===== src/mps_pkg.sv =====
// ----------------------------------------------------------------------------
// mps_pkg: motor pattern sequencer shared definitions
// Item types, sequence state, codes, sizing constants and pattern tables.
// ----------------------------------------------------------------------------
`default_nettype none

package mps_pkg;

  // sequence sizing
  localparam int unsigned FIXED_STEPS      = 40;
  localparam int unsigned BURST_TABLE_SIZE = 20;
  localparam int unsigned PATTERN_REPEATS  = 5;
  localparam int unsigned RAMP_STEPS       = 12;

  // fixed table lengths
  localparam int unsigned FIX_TABLE_LEN = 40;
  localparam int unsigned BURST_ROM_LEN = 20;
  localparam int unsigned PAT_LEN       = 4;

  // timing and duty
  localparam int unsigned BURST_MS      = 6000;
  localparam int unsigned BURST_STEP_MS = BURST_MS / RAMP_STEPS;
  localparam int unsigned PAUSE_MS      = 2000;
  localparam int unsigned PAT_DUTY      = 70;
  localparam int unsigned RAMP_BASE     = 60;
  localparam int unsigned RAMP_SPAN     = 40;
  localparam int unsigned RAMP_MAX      = RAMP_STEPS - 1;
  localparam int unsigned DUTY_MAX      = 100;
  localparam int unsigned DUTY_MIN      = 50;
  localparam int unsigned SPEED_RESET   = 50;

  // battery boost
  localparam int unsigned VMIN_MV     = 3500;
  localparam int unsigned VMAX_MV     = 4200;
  localparam int unsigned VSPAN_MV    = VMAX_MV - VMIN_MV;
  localparam int unsigned BOOST_MAX   = 20;
  localparam int unsigned BOOST_SHIFT = 15;
  // rounded-up reciprocal: exact floor for spans up to 700 mV
  localparam int unsigned BOOST_RECIP =
      ((1 << BOOST_SHIFT) * BOOST_MAX + VSPAN_MV - 1) / VSPAN_MV;

  // ramp duty reciprocal (rounded up, exact for numerators up to 600)
  localparam int unsigned RAMP_SHIFT = 16;
  localparam int unsigned RAMP_RECIP = ((1 << RAMP_SHIFT) + RAMP_MAX - 1) / RAMP_MAX;

  // seed reduction reciprocal (rounded down, one correction step)
  localparam int unsigned SEED_SHIFT = 12;
  localparam int unsigned SEED_RECIP = (1 << SEED_SHIFT) / BURST_TABLE_SIZE;

  // seed generator
  localparam int unsigned SEED_MUL = 13;
  localparam int unsigned SEED_ADD = 7;

  // configuration register indexes
  localparam logic [1:0] REG_WORK_MODE = 2'd0;
  localparam logic [1:0] REG_SPEED     = 2'd1;

  typedef enum logic [1:0] {
    KIND_EXPIRY = 2'd0,
    KIND_START  = 2'd1,
    KIND_STOP   = 2'd2
  } kind_e;

  typedef enum logic [1:0] {
    DIR_STOP = 2'd0,
    DIR_FWD  = 2'd1,
    DIR_REV  = 2'd2
  } dir_e;

  typedef enum logic [1:0] {
    PH_PATTERN = 2'd0,
    PH_BURST   = 2'd1,
    PH_PAUSE   = 2'd2
  } phase_e;

  typedef struct packed {
    logic [1:0]  kind;
    logic        external_power;
    logic [12:0] battery_mv;
  } in_item_t;

  typedef struct packed {
    logic [1:0]  direction;
    logic [6:0]  duty_pct;
    logic [11:0] delay_ms;
    logic        timer_armed;
    logic        running;
  } out_item_t;

  typedef struct packed {
    logic       enabled;
    logic [5:0] step_index;
    logic [1:0] sub_phase;
    logic [2:0] repeat_count;
    logic [4:0] burst_entry;
    logic [3:0] ramp_step;
    logic [1:0] burst_direction;
    logic [7:0] seed;
  } seq_state_t;

  // fixed table direction repeats forward, stop, reverse, stop
  function automatic logic [1:0] pat_dir(input logic [1:0] idx);
    logic [1:0] d;
    case (idx)
      2'd0:    d = DIR_FWD;
      2'd2:    d = DIR_REV;
      default: d = DIR_STOP;
    endcase
    return d;
  endfunction

  function automatic logic [11:0] pat_ms(input logic [1:0] idx);
    return idx[0] ? 12'd100 : 12'd250;
  endfunction

  function automatic logic [11:0] fix_ms(input logic [5:0] idx);
    logic [11:0] ms;
    case (idx)
      6'd8:                                  ms = 12'd2500;
      6'd16, 6'd20, 6'd22, 6'd24, 6'd26,
      6'd28, 6'd32, 6'd34, 6'd36, 6'd38:     ms = 12'd1000;
      6'd18, 6'd30:                          ms = 12'd1500;
      6'd39:                                 ms = 12'd3000;
      default:                               ms = 12'd500;
    endcase
    return ms;
  endfunction

  function automatic logic [1:0] burst_rom(input logic [4:0] idx);
    logic [1:0] d;
    case (idx)
      5'd2, 5'd3, 5'd5, 5'd7, 5'd8, 5'd9,
      5'd13, 5'd15, 5'd17, 5'd18:            d = DIR_REV;
      default:                               d = DIR_FWD;
    endcase
    return d;
  endfunction

  // result formatting: anything but forward/reverse drives nothing
  function automatic out_item_t make_result(input logic [1:0]  dir,
                                            input logic [6:0]  duty,
                                            input logic [11:0] delay,
                                            input logic        armed);
    out_item_t r;
    logic      drive;
    drive          = (dir == DIR_FWD) || (dir == DIR_REV);
    r.direction    = drive ? dir : DIR_STOP;
    r.duty_pct     = drive ? duty : 7'd0;
    r.delay_ms     = delay;
    r.timer_armed  = armed;
    r.running      = drive && (duty != 7'd0);
    return r;
  endfunction

endpackage

`default_nettype wire


===== src/mps_step.sv =====
// ----------------------------------------------------------------------------
// mps_step: sequence step logic
// Computes the next sequence state and the result for one event item.
// ----------------------------------------------------------------------------
`default_nettype none

module mps_step
  import mps_pkg::*;
(
  input  logic       work_mode_i,
  input  logic [6:0] speed_percent_i,
  input  in_item_t   item_i,
  input  seq_state_t state_i,
  output seq_state_t state_o,
  output out_item_t  result_o,
  output logic       has_result_o
);

  seq_state_t  eff;        // state seen by the expiry logic
  seq_state_t  exp_nxt;
  out_item_t   exp_res;

  logic [7:0]  seed_adv;
  logic [20:0] seed_prod;
  logic [12:0] seed_rem;
  logic [4:0]  seed_mod;

  logic [6:0]  speed_sat;
  logic [6:0]  base_duty;
  logic [12:0] mv_clamp;
  logic [9:0]  mv_diff;
  logic [19:0] boost_prod;
  logic [4:0]  boost;
  logic [7:0]  duty_sum;
  logic [6:0]  fixed_duty;

  logic [9:0]  ramp_num;
  logic [26:0] ramp_prod;
  logic [6:0]  ramp_duty;

  logic [5:0]  fix_idx;
  logic [5:0]  si_inc;
  logic [2:0]  rc_inc;
  logic [4:0]  rom_idx;
  logic [4:0]  be_next;
  logic [5:0]  be_inc;

  // seed update and reduction modulo the burst table size
  always_comb begin
    seed_adv  = 8'(state_i.seed * 8'(SEED_MUL) + 8'(SEED_ADD));
    seed_prod = 21'(seed_adv) * 21'(SEED_RECIP);
    seed_rem  = 13'(seed_adv) - 13'(seed_prod[20:SEED_SHIFT] * 13'(BURST_TABLE_SIZE));
    seed_mod  = (seed_rem >= 13'(BURST_TABLE_SIZE)) ?
                5'(seed_rem - 13'(BURST_TABLE_SIZE)) : 5'(seed_rem);
  end

  // fixed mode duty: 50 + speed/2, plus up to 20 when the battery sags unless on external power, capped at 100
  always_comb begin
    speed_sat  = (speed_percent_i > 7'(DUTY_MAX)) ? 7'(DUTY_MAX) : speed_percent_i;
    base_duty  = 7'(DUTY_MIN) + {1'b0, speed_sat[6:1]};
    if (item_i.battery_mv < 13'(VMIN_MV)) begin
      mv_clamp = 13'(VMIN_MV);
    end else if (item_i.battery_mv > 13'(VMAX_MV)) begin
      mv_clamp = 13'(VMAX_MV);
    end else begin
      mv_clamp = item_i.battery_mv;
    end
    mv_diff    = 10'(13'(VMAX_MV) - mv_clamp);
    boost_prod = 20'(mv_diff) * 20'(BOOST_RECIP);
    boost      = 5'(boost_prod >> BOOST_SHIFT);
    duty_sum   = {1'b0, base_duty} + 8'(boost);
    if (item_i.external_power) begin
      fixed_duty = base_duty;
    end else if (duty_sum > 8'(DUTY_MAX)) begin
      fixed_duty = 7'(DUTY_MAX);
    end else begin
      fixed_duty = 7'(duty_sum);
    end
  end

  // burst ramp duty
  always_comb begin
    ramp_num  = 10'(eff.ramp_step * 10'(RAMP_SPAN));
    ramp_prod = 27'(ramp_num) * 27'(RAMP_RECIP);
    if (eff.ramp_step >= 4'(RAMP_MAX)) begin
      ramp_duty = 7'(DUTY_MAX);
    end else begin
      ramp_duty = 7'(RAMP_BASE) + 7'(ramp_prod >> RAMP_SHIFT);
    end
  end

  // start clears the sequence and reseeds before acting as an expiry
  always_comb begin
    eff = state_i;
    if (item_i.kind == KIND_START) begin
      eff.enabled         = 1'b1;
      eff.step_index      = '0;
      eff.sub_phase       = PH_PATTERN;
      eff.repeat_count    = '0;
      eff.ramp_step       = '0;
      eff.burst_direction = DIR_STOP;
      eff.seed            = seed_adv;
      eff.burst_entry     = seed_mod;
    end
  end

  always_comb begin
    fix_idx = (eff.step_index >= 6'(FIX_TABLE_LEN)) ?
              6'(eff.step_index - 6'(FIX_TABLE_LEN)) : eff.step_index;
    si_inc  = eff.step_index + 6'd1;
    rc_inc  = eff.repeat_count + 3'd1;
    rom_idx = (eff.burst_entry >= 5'(BURST_ROM_LEN)) ?
              5'(eff.burst_entry - 5'(BURST_ROM_LEN)) : eff.burst_entry;
    be_inc  = {1'b0, eff.burst_entry} + 6'd1;
    be_next = (be_inc == 6'(BURST_TABLE_SIZE)) ? 5'd0 : be_inc[4:0];
  end

  // expiry handling on the effective state
  always_comb begin
    exp_nxt = eff;
    exp_res = make_result(DIR_STOP, 7'd0, 12'd0, 1'b0);
    if (!eff.enabled) begin
      exp_res = make_result(DIR_STOP, 7'd0, 12'd0, 1'b0);
    end else if (!work_mode_i) begin
      exp_res = make_result(pat_dir(fix_idx[1:0]), fixed_duty, fix_ms(fix_idx), 1'b1);
      exp_nxt.step_index = (7'(si_inc) >= 7'(FIXED_STEPS)) ? 6'd0 : si_inc;
    end else begin
      case (eff.sub_phase)
        PH_PATTERN: begin
          exp_res = make_result(pat_dir(eff.step_index[1:0]), 7'(PAT_DUTY),
                                pat_ms(eff.step_index[1:0]), 1'b1);
          if (si_inc >= 6'(PAT_LEN)) begin
            exp_nxt.step_index = '0;
            if (4'(rc_inc) >= 4'(PATTERN_REPEATS)) begin
              // pattern done: first ramp step follows at once
              exp_nxt.sub_phase       = PH_BURST;
              exp_nxt.repeat_count    = '0;
              exp_nxt.burst_direction = burst_rom(rom_idx);
              exp_nxt.ramp_step       = 4'd1;
              exp_nxt.burst_entry     = be_next;
              exp_res = make_result(burst_rom(rom_idx), 7'(RAMP_BASE),
                                    12'(BURST_STEP_MS), 1'b1);
            end else begin
              exp_nxt.repeat_count = rc_inc;
            end
          end else begin
            exp_nxt.step_index = si_inc;
          end
        end
        PH_BURST: begin
          if (5'(eff.ramp_step) < 5'(RAMP_STEPS)) begin
            exp_res = make_result(eff.burst_direction, ramp_duty,
                                  12'(BURST_STEP_MS), 1'b1);
            exp_nxt.ramp_step = eff.ramp_step + 4'd1;
          end else begin
            exp_nxt.sub_phase = PH_PAUSE;
            exp_res = make_result(DIR_STOP, 7'd0, 12'(PAUSE_MS), 1'b1);
          end
        end
        default: begin
          // pause, and the unused phase code
          exp_nxt.sub_phase  = PH_PATTERN;
          exp_nxt.step_index = 6'd1;
          exp_res = make_result(pat_dir(2'd0), 7'(PAT_DUTY), pat_ms(2'd0), 1'b1);
        end
      endcase
    end
  end

  always_comb begin
    state_o      = state_i;
    result_o     = exp_res;
    has_result_o = 1'b0;
    case (item_i.kind)
      KIND_EXPIRY: begin
        state_o      = exp_nxt;
        has_result_o = 1'b1;
      end
      KIND_START: begin
        if (!state_i.enabled) begin
          state_o      = exp_nxt;
          has_result_o = 1'b1;
        end
      end
      KIND_STOP: begin
        state_o.enabled = 1'b0;
        result_o        = make_result(DIR_STOP, 7'd0, 12'd0, 1'b0);
        has_result_o    = 1'b1;
      end
      default: begin
        has_result_o = 1'b0;
      end
    endcase
  end

endmodule

`default_nettype wire


===== src/motor_pattern_sequencer_top.sv =====
// An accepted item waits in the input register; its result is held in the result register.
// Throughput: one item per cycle while results are taken; the input register frees whenever its item
//   moves on, and the result register is refilled as its item is taken.
// Start requests while running and unused event codes leave no result.
// Reset: asynchronous, active low; clears sequence state, speed goes to 50.
// ----------------------------------------------------------------------------
// motor_pattern_sequencer_top: motor pattern sequencer
// Event items in, drive direction/duty/delay items out, two config registers.
// ----------------------------------------------------------------------------
`default_nettype none

module motor_pattern_sequencer_top
  import mps_pkg::*;
(
  input  logic       clk_i,
  input  logic       rst_ni,
  input  logic       in_valid_i,
  output logic       in_ready_o,
  input  in_item_t   in_data_i,
  output logic       out_valid_o,
  input  logic       out_ready_i,
  output out_item_t  out_data_o,
  input  logic       cfg_valid_i,
  output logic       cfg_ready_o,
  input  logic [1:0] cfg_index_i,
  input  logic [6:0] cfg_data_i
);

  logic       in_valid_q;
  in_item_t   in_q;
  logic       out_valid_q;
  out_item_t  out_q;
  logic       work_mode_q;
  logic [6:0] speed_q;
  seq_state_t state_q;

  seq_state_t state_d;
  out_item_t  result;
  logic       has_result;
  logic       advance;

  mps_step u_step (
    .work_mode_i     (work_mode_q),
    .speed_percent_i (speed_q),
    .item_i          (in_q),
    .state_i         (state_q),
    .state_o         (state_d),
    .result_o        (result),
    .has_result_o    (has_result)
  );

  // item leaves the input register unless its result has nowhere to go
  assign advance     = in_valid_q && (!has_result || !out_valid_q || out_ready_i);
  assign in_ready_o  = !in_valid_q || advance;
  assign cfg_ready_o = 1'b1;
  assign out_valid_o = out_valid_q;
  assign out_data_o  = out_q;

  always_ff @(posedge clk_i or negedge rst_ni) begin
    if (!rst_ni) begin
      in_valid_q <= 1'b0;
    end else if (in_ready_o) begin
      in_valid_q <= in_valid_i;
    end
  end

  always_ff @(posedge clk_i) begin
    if (in_valid_i && in_ready_o) begin
      in_q <= in_data_i;
    end
  end

  always_ff @(posedge clk_i or negedge rst_ni) begin
    if (!rst_ni) begin
      out_valid_q <= 1'b0;
    end else if (advance && has_result) begin
      out_valid_q <= 1'b1;
    end else if (out_ready_i) begin
      out_valid_q <= 1'b0;
    end
  end

  always_ff @(posedge clk_i) begin
    if (advance && has_result) begin
      out_q <= result;
    end
  end

  always_ff @(posedge clk_i or negedge rst_ni) begin
    if (!rst_ni) begin
      work_mode_q <= 1'b0;
      speed_q     <= 7'(SPEED_RESET);
      state_q     <= '0;
    end else if (cfg_valid_i) begin
      unique case (cfg_index_i)
        REG_WORK_MODE: begin
          work_mode_q             <= cfg_data_i[0];
          state_q.step_index      <= '0;
          state_q.sub_phase       <= PH_PATTERN;
          state_q.repeat_count    <= '0;
          state_q.ramp_step       <= '0;
          state_q.burst_direction <= DIR_STOP;
        end
        REG_SPEED: begin
          speed_q <= cfg_data_i;
        end
        default: begin
          speed_q <= speed_q;
        end
      endcase
    end else if (advance) begin
      state_q <= state_d;
    end
  end

endmodule

`default_nettype wire


===== config.mk =====
export PLATFORM = sky130hd
export DESIGN_NAME = motor_pattern_sequencer_top
export DESIGN_NICKNAME = d
export VERILOG_FILES = /design/src/mps_pkg.sv /design/src/mps_step.sv /design/src/motor_pattern_sequencer_top.sv
export SDC_FILE = /design/constraint.sdc
export NUM_CORES = 1
export LEC_CHECK = 0
export BUFFER_PORTS_ARGS = -buffer_cell sky130_fd_sc_hd__buf_4
export CAP_MARGIN = 20
export CORE_UTILIZATION = 59
export CTS_BUF_LIST = sky130_fd_sc_hd__clkbuf_4 sky130_fd_sc_hd__clkbuf_8
export CTS_CLUSTER_DIAMETER = 50
export DETAILED_ROUTE_END_ITERATION = 10
export GPL_TIMING_DRIVEN = 0
export HOLD_SLACK_MARGIN = 0.06
export MAX_ROUTING_LAYER = met4
export PLACE_DENSITY = 0.89
export SLEW_MARGIN = 20
export SYNTH_ARGS = -nofsm -noshare
export SYNTH_HDL_FRONTEND = slang
export SYNTH_SLANG_ARGS = --single-unit

===== constraint.sdc =====
create_clock -name clk_i -period 11.56 [get_ports clk_i]
set_clock_uncertainty 0.05 [all_clocks]
set_input_delay 0.578 -clock clk_i [delete_from_list [all_inputs] [get_ports clk_i]]
set_output_delay 0.578 -clock clk_i [all_outputs]
set_load 0.01 [all_outputs]

==> results.rst, run 1 <==
.. list-table::
   :header-rows: 1

   * - Metric
     - Value
   * - Result of the run
     - complete, no violations
   * - Worst hold-check path type
     - primary input to asynchronous set/reset pin
   * - Antenna violations before repair
     - 0
   * - Leading register cell type out of synthesis
     - sky130_fd_sc_hd__edfxtp_1
   * - Final Max Tran Viols
     - 0
   * - DIE HEIGHT
     - 134 µm
   * - Clock-pin slew on the worst setup and hold paths
     - 90 ps
   * - Cell area after placement
     - 0.0110 mm²
   * - Xor/xnor cell area share of the yosys netlist
     - 5.57%
   * - Largest net degree at the start of global routing
     - 41
   * - Clk root buf
     - sky130_fd_sc_hd__clkbuf_8
   * - Number of different library cells in the post-synthesis netlist
     - 81
   * - Final TNS setup
     - 0 ps
   * - First-pass detailed-route iteration total
     - 7
   * - Clock sink count
     - 78
   * - Total nets after synthesis
     - 1423
   * - Crit share post-route
     - 98.8%
   * - Startpoint Class
     - flip-flop
   * - Reg2reg path depth
     - 54
   * - Count of state elements after synthesis
     - 78
   * - Crit-path max FO
     - 5
   * - Layout cells sized above 1
     - 13.0%
   * - Std-Cell Rows
     - 47
   * - Share of synthesized area occupied by flip-flops and latches
     - 20.9%
   * - Summed area of non-filler cells in the final layout
     - 0.0116 mm²
   * - Wirelength per Cell
     - 18.0 µm
   * - Number of fill cells
     - 1200
   * - Path type of the worst setup path
     - flip-flop to flip-flop
   * - Average footprint of a synthesized cell
     - 8.88 µm²
   * - CP endpoint kind
     - flip-flop
   * - Via count
     - 9122
   * - Area taken by flip-flops and latches
     - 0.00215 mm²
   * - X dimension of the die
     - 134 µm
   * - Clock buffer count from CTS
     - 9
   * - Detailed-route DRC error count
     - 0
   * - IO Pins
     - 56
   * - Detailed-placement wirelength estimate
     - 19000 µm
   * - Source-to-sink clock delay at the later pin of the worst-skew pair
     - 380 ps
   * - Dominant combinational cell family by area after synthesis
     - adder cells
   * - Global-route usage over all layers
     - 29.9%
   * - Combined area of the multi-input logic cells
     - 0.00760 mm²
   * - Total count of hold-check failures in the final report
     - 0
   * - Most frequent cell on the critical path
     - sky130_fd_sc_hd__buf_4
   * - Average vias per placed instance
     - 6.19
   * - Count of endpoints failing setup in the final report
     - 0
   * - Count of max-cap constraint violations
     - 0
   * - CORE AREA
     - 0.0168 mm²
   * - Least-Margin Pin Slew
     - 928 ps
   * - Post-DRT Antenna Nets
     - 0
   * - Gate count after technology mapping
     - 1156
   * - Layout Nets
     - 1515
   * - Final weighted congestion of routability-driven global placement
     - 0.914
   * - Global-route wire length before repair
     - 41700 µm
   * - Reg-to-Reg Start
     - state_q[2]
   * - Post-Synth Adder-Cell Area
     - 32.5%
   * - Share of synthesized registers carrying an async set or reset
     - 51.3%
   * - Count of routing violations after the opening detailed-route iteration
     - 1131
   * - Vias in the first global route
     - 8838
   * - H-Tree Depth
     - 3
   * - Worst relative slew slack
     - 37.5%
   * - Post-synthesis share of cell area spent on and, or, nand and nor gates
     - 14.4%
   * - Relative area change from synthesis to final layout
     - 12.5%
   * - Min Clock Period, post-route
     - 11420 ps
   * - Number of synthesized flops with an enable pin
     - 38
   * - Cell with the largest stage delay on the worst path
     - sky130_fd_sc_hd__fa_1
   * - Multiplexer area fraction after synthesis
     - 2.39%
   * - Die Outline Area
     - 0.0179 mm²
   * - Antenna cell count
     - 0
   * - Final critical-path setup slack
     - 135 ps
   * - TritonCTS clock tree
     - done
   * - Pre-CTS worst setup slack
     - -769 ps
   * - I/O Buffers
     - 53
   * - Number of buffers on the longest clock path
     - 2
   * - Area fraction in compound gates after synthesis
     - 17.1%
   * - Number of warning messages in the yosys log
     - 0
   * - Worst Path Arrival
     - 11480 ps
   * - Netlist Area Pre-Place
     - 0.0103 mm²
   * - Effective utilization at floorplan
     - 61.3%
   * - Worst setup path start
     - state_q[2]
   * - Data required time at the worst endpoint
     - 11620 ps
   * - GRT overflow
     - 0
   * - Drt total wl
     - 26500 µm
   * - Highest achievable clock rate
     - 87.5 MHz
   * - Largest stage delay on the critical path
     - 540 ps
[registers in the layout, summed over array words and instances, names as in the netlist, named ones only]
signal / cells
out_data_o: 22
state_q: 30
work_mode_q: 1
in_valid_q: 1
out_valid_o: 1
in_q: 16
speed_q: 6
[per-layer routing]
| layer | GRT usage, % | vias to the layer above | share of wire [%] |
|---|---|---|---|
| met3 | 4.72 | 128 | 7.7 |
| met2 | 50.1 | 483 | 49 |
| met5 | - | - | 0 |
| li1 | - | 4229 | - |
| met4 | 10.9 | 0 | 4.0 |
| met1 | 36.4 | 4282 | 40 |
[path summary, 6_finish.rpt]
path                             endpoint  slack [ps]
setup / recovery           out_data_o[21]         140
hold / removal                state_q[10]         140
setup reg to reg           out_data_o[21]         140
hold reg to reg               state_q[22]         460
max in group asynchronous      state_q[3]       10890
min in group clk_i                in_q[8]         340
[what timing repair did]
action,4_1_cts,5_1_grt
pin swaps,5,15
gates resized for setup,13,24
endpoints found under the setup margin,7,9
setup buffers,20,7
hold endpoints to repair,0,0
hold buffers,0,0
[cell families (layout without fill, tap and decap cells)]
kind of cell,after synthesis,in the layout
and+or+nand+nor,298,298
AOI/OAI and AO/OA,265,265
adders and majority gates,237,237
buffers and inverters,192,289
DFF,78,78
xor gates and xnor gates,61,61
muxes,23,23
other,2,2
[per-stage QoR]
| stage | cells | utilization [%] | hold WS, ps |
|---|---|---|---|
| after global routing | 1473 | 68.9 | 173 |
| after CTS | 1466 | 67.9 | 150 |
| final | 1473 | 68.9 | 137 |
| after global placement | 1429 | 65.3 | 434 |
| after detailed placement | 1430 | 65.4 | 442 |
| after floorplan | 1156 | - | 232 |
[final cells by class]
type / instances / share of cell area, %
inverter: 166 / 5.39
tap: 220 / 2.38
clock inverter: 3 / 0.184
sequential: 78 / 18.6
timing repair buffer: 81 / 5.33
buffer: 26 / 0.921
multi-input combinational: 886 / 65.8
clock buffer: 13 / 1.39
[placed cells by master, fill, tap and decap left out, drive strengths merged, types with 32 or more instances in the layout]
cell type | netlist | routed
ha | 188 | 188
inv | 166 | 166
nor2 | 90 | 90
buf | 7 | 88
a21oi | 70 | 70
nand2 | 67 | 67
o21ai | 63 | 63
fa | 49 | 49
edfxtp | 38 | 38
xnor2 | 37 | 37
dfrtp | 37 | 37
clkbuf | 19 | 32
[critical path, delay by kind of cell (launching register included)]
family,cells,cell delay (ps)
fa+ha+maj,11,3800
compound gates,10,2370
buf+inv,21,2300
simple gates,7,1080
xor+xnor,3,630
flops,1,450
mux,2,450
[synthesized netlist by cell type, drive strengths merged, types with 7 or more instances]
master	count	area, µm²
a211oi	10	75.1
a21o	13	97.6
nor2	90	345
xor2	22	193
and3	9	56.3
o31ai	8	70.1
clkbuf	19	71.3
o21ai	63	315
xnor2	37	332
a31oi	12	81.3
nand3	17	85.1
edfxtp	38	1140
nand2	67	254
o21a	9	67.6
fa	49	981
or2	7	43.8
ha	188	2350
nor2b	20	125
nand4	7	43.8
dfrtp	37	926
mux2	12	135
inv	166	623
buf	7	35.0
nand2b	25	156
nor4	10	62.6
mux2i	11	110
a21oi	70	350
nor3	16	80.1
Power of run 1 is not shown: default switching activity piles up to over one toggle a cycle in this logic, so the estimate is an artifact.
==> run 2, diff against run 1 <==
- CORE_UTILIZATION: 59 -> 40
- PLACE_DENSITY: 0.89 -> 0.65
- clock period: 11.56 -> 14.35 ns (I/O delays scaled with it)
==> run 2 against run 1 <==
  * Count of clock-buffer cells in the layout fell by 4
  * Wire length fell by 11%
  * Worst hold slack improved by 110 ps
  * Die area rose by 47%
  * Worst setup slack improved by 1700 ps
  * Cell count rose by 5.6%
  * Critical path depth fell by 6
  * First-iteration DRC count fell by 52%
  * Sequential share of layout area rose by 0.38 points
  * Global-route usage fell by 10 points
  * Core utilization fell by 24 points
  * Critical endpoint is now out_data_o[19]
  * Largest cell class unchanged
  * Highest routed layer unchanged
==> results.rst, run 2 (same netlist as run 1, synthesis figures left out) <==
.. list-table::
   :header-rows: 1

   * - Metric
     - Value
   * - Clock-pin slew on the worst setup and hold paths
     - 100 ps
   * - Reg-to-Reg Start
     - state_q[3]
   * - RSZ-0062 raised after global routing
     - false
   * - Startpoint Class
     - flip-flop
   * - Wirelength per Cell
     - 15.3 µm
   * - Total count of hold-check failures in the final report
     - 0
   * - CORE AREA
     - 0.0252 mm²
   * - Average vias per placed instance
     - 5.39
   * - Most frequent cell on the critical path
     - sky130_fd_sc_hd__ha_1
   * - Number of flip-flops under the largest register name
     - 30
   * - Crit share post-route
     - 87.2%
   * - Source-to-sink clock delay at the later pin of the worst-skew pair
     - 390 ps
   * - Number of buffers on the longest clock path
     - 2
   * - Summed area of non-filler cells in the final layout
     - 0.0113 mm²
   * - Least-Margin Pin Slew
     - 959 ps
   * - Commonest non-fill, non-tap cell in the layout
     - sky130_fd_sc_hd__ha_1
   * - Drt total wl
     - 23700 µm
   * - Cell area after placement
     - 0.0111 mm²
   * - Final weighted congestion of routability-driven global placement
     - 0.877
   * - X dimension of the die
     - 162 µm
   * - Layout cells sized above 1
     - 9.05%
   * - Worst Path Arrival
     - 12690 ps
   * - Number of placed cells counting well taps
     - 1540
   * - Min Clock Period, post-route
     - 12510 ps
   * - Largest net degree at the start of global routing
     - 41
   * - Setup fix buffers added after clock tree synthesis
     - 0
   * - Number of buffers inserted by hold repair at cts
     - 0
   * - Path type of the worst setup path
     - flip-flop to flip-flop
   * - Result of the run
     - complete, no violations
   * - GRT overflow
     - 0
   * - Relative area change from synthesis to final layout
     - 10.1%
   * - Largest stage delay on the critical path
     - 600 ps
   * - CP endpoint kind
     - flip-flop
   * - Post-DRT Antenna Nets
     - 0
   * - I/O Buffers
     - 53
   * - Number of fill cells
     - 2485
   * - Post-route insts no fill
     - 1556
   * - Final TNS setup
     - 0 ps
   * - Count of endpoints failing setup in the final report
     - 0
   * - Global-route usage over all layers
     - 19.8%
   * - Register ranked first by flip-flop count
     - state_q
   * - Die Outline Area
     - 0.0263 mm²
   * - IO Pins
     - 56
   * - Detailed-placement wirelength estimate
     - 19600 µm
   * - H-Tree Depth
     - 3
   * - Clock buffer count from CTS
     - 9
   * - Clk root buf
     - sky130_fd_sc_hd__clkbuf_8
   * - Effective utilization at floorplan
     - 40.8%
   * - Via count
     - 8384
   * - TritonCTS clock tree
     - done
   * - Count of routing violations after the opening detailed-route iteration
     - 548
   * - Worst setup path start
     - state_q[3]
   * - Layout Nets
     - 1488
   * - Antenna cell count
     - 0
   * - First-pass detailed-route iteration total
     - 5
   * - Global-route wire length before repair
     - 40600 µm
   * - Antenna violations before repair
     - 0
   * - Crit-path max FO
     - 5
   * - DIE HEIGHT
     - 162 µm
   * - Worst relative slew slack
     - 35.4%
   * - Cell with the largest stage delay on the worst path
     - sky130_fd_sc_hd__nor4_1
   * - Number of gates resized after cts
     - 0
   * - Clock sink count
     - 78
   * - Worst hold-check path type
     - primary input to asynchronous set/reset pin
   * - Count of max-cap constraint violations
     - 0
   * - Vias in the first global route
     - 8373
   * - Detailed-route DRC error count
     - 0
   * - Std-Cell Rows
     - 58
   * - Highest-count cells in the layout ignoring fill and taps
     - sky130_fd_sc_hd__ha_1, sky130_fd_sc_hd__inv_1, sky130_fd_sc_hd__nor2_1, sky130_fd_sc_hd__a21oi_1, sky130_fd_sc_hd__nand2_1
   * - Data required time at the worst endpoint
     - 14520 ps
   * - Final Max Tran Viols
     - 0
   * - Highest achievable clock rate
     - 79.9 MHz
   * - Worst slack on hold paths
     - 245 ps
## run 2: cell count changes in the layout (fill, tap and decap cells not counted), sizes merged
cell | previous run | this run
inv | 166 | 170
clkinv | 2 | 1
bufinv | 0 | 1
clkbuf | 32 | 28
buf | 88 | 61
## run 2: worst paths after layout
path / depth (start not counted) / end / slack [ps]
hold / removal: 1 / state_q[18] / 240
hold reg to reg: 1 / state_q[20] / 470
setup / recovery: 48 / out_data_o[19] / 1840
max in group asynchronous: 1 / state_q[26] / 13600
setup reg to reg: 48 / out_data_o[19] / 1840
min in group clk_i: 1 / in_q[11] / 450
## run 2: area by class of cell
class                   instances  area (µm²)  area share, %
repair buffers                 54         413           3.65
inverters                     166         623           5.51
well taps                     330         413           3.65
flip-flops and latches         78        2150           19.0
clock buffers                   9         124           1.10
clock inverters                 7        78.8          0.697
multi-input cells             886        7400           65.5
plain buffers                  26         106          0.940
## run 2: worst max-delay path, delay by kind of cell, from the launching register on
kind	cells	cell delay, ps
compound gates	12	2680
xor+xnor	4	920
fa+ha+maj	12	4270
buf+inv	7	410
flops	1	450
mux	2	580
simple gates	11	3010
## run 2: per-layer routing
layer,vias to the layer above,part of all wire [%],GRT usage (%)
met5,-,0,-
met4,0,1.1,4.72
met3,23,3.5,2.25
met2,149,48,32.7
met1,4029,48,25.8
li1,4183,-,-
## run 2: stage by stage
stage,utilization (%),setup slack (ps)
finish,44.9,1840
global route,44.9,897
CTS,44.9,1890
detailed placement,44.1,1940
global placement,44.0,2140
floorplan,-,3510
Power of run 2 is left out for the same reason.
